**src/rtl/lsa_ram.sv**
```systemverilog
// Generic single-port-write, single-port-read RAM with registered read data.
// No dependencies.
module lsa_ram #(
  parameter int unsigned WIDTH = 8,
  parameter int unsigned DEPTH = 32
) (
  input  logic                     clk_i,
  input  logic                     we_i,
  input  logic [$clog2(DEPTH)-1:0] waddr_i,
  input  logic [WIDTH-1:0]         wdata_i,
  input  logic                     re_i,
  input  logic [$clog2(DEPTH)-1:0] raddr_i,
  output logic [WIDTH-1:0]         rdata_o
);

  logic [WIDTH-1:0] mem_q [DEPTH];
  logic [WIDTH-1:0] rdata_q;

  always_ff @(posedge clk_i) begin
    if (we_i) begin
      mem_q[waddr_i] <= wdata_i;
    end
    if (re_i) begin
      rdata_q <= mem_q[raddr_i];
    end
  end

  assign rdata_o = rdata_q;

endmodule

```
**config.mk**
```make
export PLATFORM = sky130hd
export DESIGN_NAME = lsa_ram
export DESIGN_NICKNAME = d
export VERILOG_FILES = /design/src/rtl/lsa_ram.sv
export SDC_FILE = /design/constraint.sdc
export NUM_CORES = 1
export LEC_CHECK = 0
export ABC_AREA = 0
export BUFFER_PORTS_ARGS = -buffer_cell sky130_fd_sc_hd__buf_4
export CAP_MARGIN = 20
export CORE_MARGIN = 10
export CORE_UTILIZATION = 60
export CTS_BUF_LIST = sky130_fd_sc_hd__clkbuf_4
export CTS_CLUSTER_SIZE = 30
export DETAILED_ROUTE_END_ITERATION = 10
export PLACE_DENSITY = 0.83
export SLEW_MARGIN = 10
export SYNTH_ARGS = -nofsm -noshare
export SYNTH_HDL_FRONTEND = slang
export SYNTH_SLANG_ARGS = --single-unit
```
**constraint.sdc**
```tcl
create_clock -name clk_i -period 2.45 [get_ports clk_i]
set_input_delay 0.1225 -clock clk_i [delete_from_list [all_inputs] [get_ports clk_i]]
set_output_delay 0.1225 -clock clk_i [all_outputs]
set_load 0.005 [all_outputs]
```
==> results.ini <==
[power]
p_sw_mw=1.85
p_leak_nw=3.76
swShare=0.211
power_mw=8.77
internal_power_mw=6.92
p_per_area_nw_per_um2=755
pwr-share-seq=0.577
ir_drop_v=0.000407
comb_power_share=0.056
pwr-share-clk=0.367

[worst_setup_path]
worst-path-stages=3
critPathCapture=rdata_o[0]
crit_fanout=1
critical_path_required_ns=2.86
rrSetupSlack_ns=0.47
slowest_delay_ns=0.53
r2r-end=rdata_o[0]
path_buf_inv=0
cp-startpoint=mem_q[16][0]
startpoint_type=flop
cp_top_family=multiplexers
crit_type=flop to flop
worstPathCellList=mux4_2 > mux4_2 > mux2_2
reg2reg_depth=3
r2r-start=mem_q[16][0]
cpMostUsedCell=mux4_2
slowest_stage=mux4_2
crit_arrival_ns=2.39
end_kind=flop

[status]
outcome=complete, no violations

[floorplan]
start_util=0.611
pin_count=29
die_x_um=150
core_area_um2=16600
dieHeight_um=150
num_rows=47
die-area_um2=22500

[timing]
holdWs_ns=0.125
slew_headroom=0.409
period_minus_slack_ns=1.98
rsz0062_at_grt=no
finalSetupViolCount=0
slew_viol_final=0
skew_ns=0.0432
tns_ns=0
max_freq_ghz=0.505
worstMarginPinSlew_ns=0.883
hold_viol_final=0
fin_crit_sh=0.809

[layout]
area_delta_synth_final_pct=14.6
drive_gt1_frac=0.419
final_cell_mix=edfxtp_1 (264), clkbuf_4 (88), mux4_2 (80), buf_4 (50), nor2_1 (33)
final_area_um2=11600
final_common_cell=edfxtp_1
fin_nets=544

[logic_synthesis]
ys_seq_elements=264
syn_area_per_cell_um2=24.3
syn-cell-area_um2=10100
synth_seq_area_share=0.782
syn_inst=417
synth_nets=438
yosysUniqueCellTypes=14
synth_warnings=0

[place]
place_hpwl_mm=13.0
io_buffers=28
postPlaceCellArea_um2=10800
place_congestion=0.795

[global_route]
grt_max_degree=33
grt_pass1_vias=5027
grt_first_pass_wirelength_mm=30.9
antenna_found_initial=1
grt_util_all_layers=0.188
overflow=0

[cts]
clockBufferDepth=3
cts_tree=built
cts.sink_count=264
ctsHtreeMaxLevel=2
clkLatencyLatePin_ns=0.68
cts_buffers=59
clkTransAtPathRegs_ns=0.07
cts_root_buf=clkbuf_4

[detailed_routing]
drt_first_pass_iters=5
drc_errors=0
drtIter0Drc=587
ant_nets=0
routedWlPerCell_um=25.8
wirelength_mm=20.4
via_per_inst=6.20
vias=4890

[hold_path]
holdCritPathClass=input port to flop

[flow_run]
cap_violations=0

-- flip-flops by register name, indices dropped and copies added (netlist names) --
register and count:
rdata_o 8, mem_q 256
-- cells by family after synthesis --
kind of cell           synth area share
muxes                             0.187
buffers and inverters            0.0105
and+or+nand+nor                  0.0205
DFF                               0.782
-- per-stage QoR --
step	worst slack [ns]	cells	util
after floorplan	0.386	417	-
after global placement	0.283	672	0.650
after detailed placement	0.264	672	0.650
after CTS	0.445	788	0.700
after global routing	0.438	789	0.700
final	0.468	789	0.700
-- worst register-to-register path: stages (launching register included) --
cell and delay (ns):
edfxtp_1 0.39, mux4_2 0.52, mux4_2 0.53, mux2_2 0.29
-- worst min path at each step --
| stage | from | end | slack, ns | cells past startpoint |
|---|---|---|---|---|
| after global placement | re_i | rdata_o[4] | 0.45 | 1 |
| final | waddr_i[3] | mem_q[17][3] | 0.13 | 3 |
| after floorplan | wdata_i[0] | mem_q[0][0] | 0.22 | 0 |
| after global routing | raddr_i[4] | rdata_o[4] | 0.08 | 3 |
| after detailed placement | re_i | rdata_o[4] | 0.45 | 1 |
| after CTS | waddr_i[3] | mem_q[18][0] | 0.07 | 3 |
-- cell usage after synthesis --
master	number	share of area
buf_1	6	0.0022
buf_2	1	0.00049
buf_4	6	0.0044
buf_6	1	0.0011
clkbuf_1	6	0.0022
edfxtp_1	264	0.78
mux2_2	8	0.0089
mux4_2	80	0.18
nand2_1	1	0.00037
nand3_1	2	0.00099
nand3b_1	5	0.0037
nor2_1	33	0.012
or3_1	1	0.00062
or3b_2	3	0.0026
-- power by group through the flow --
stage	Combinational [mW]	Clock (mW)	Sequential [mW]
3_5_place_dp	0.485	0	5.16
4_1_cts	0.499	3.29	5.06
2_1_floorplan	0.268	0	5.15
6_report	0.494	3.22	5.06
3_3_place_gp	0.467	0	5.15
5_1_grt	0.529	3.53	5.06
-- area by class of cell --
type / count / area [um2]
Sequential cell: 264 / 7930
Fill cell: 969 / 4970
Multi-Input combinational cell: 133 / 2100
Clock buffer: 88 / 661
Timing Repair Buffer: 65 / 576
Tap cell: 220 / 275
Clock inverter: 18 / 68.8
Antenna cell: 1 / 2.50
-- repair_timing --
| item | 4_1_cts | 5_1_grt |
|---|---|---|
| setup buffers | 0 | 0 |
| endpoints found under the hold margin | 272 | 0 |
| hold buffers | 10 | 0 |
| gates resized for setup | 0 | 0 |
-- routing by layer --
metal / global-route usage / up-vias / wire length (um)
li1: - / 2049 / -
met1: 0.253 / 2519 / 7700
met2: 0.287 / 292 / 10100
met3: 0.0628 / 30 / 2180
met4: 0.0632 / 0 / 383
met5: 0 / - / 0
(Power assumes the default switching activity.)
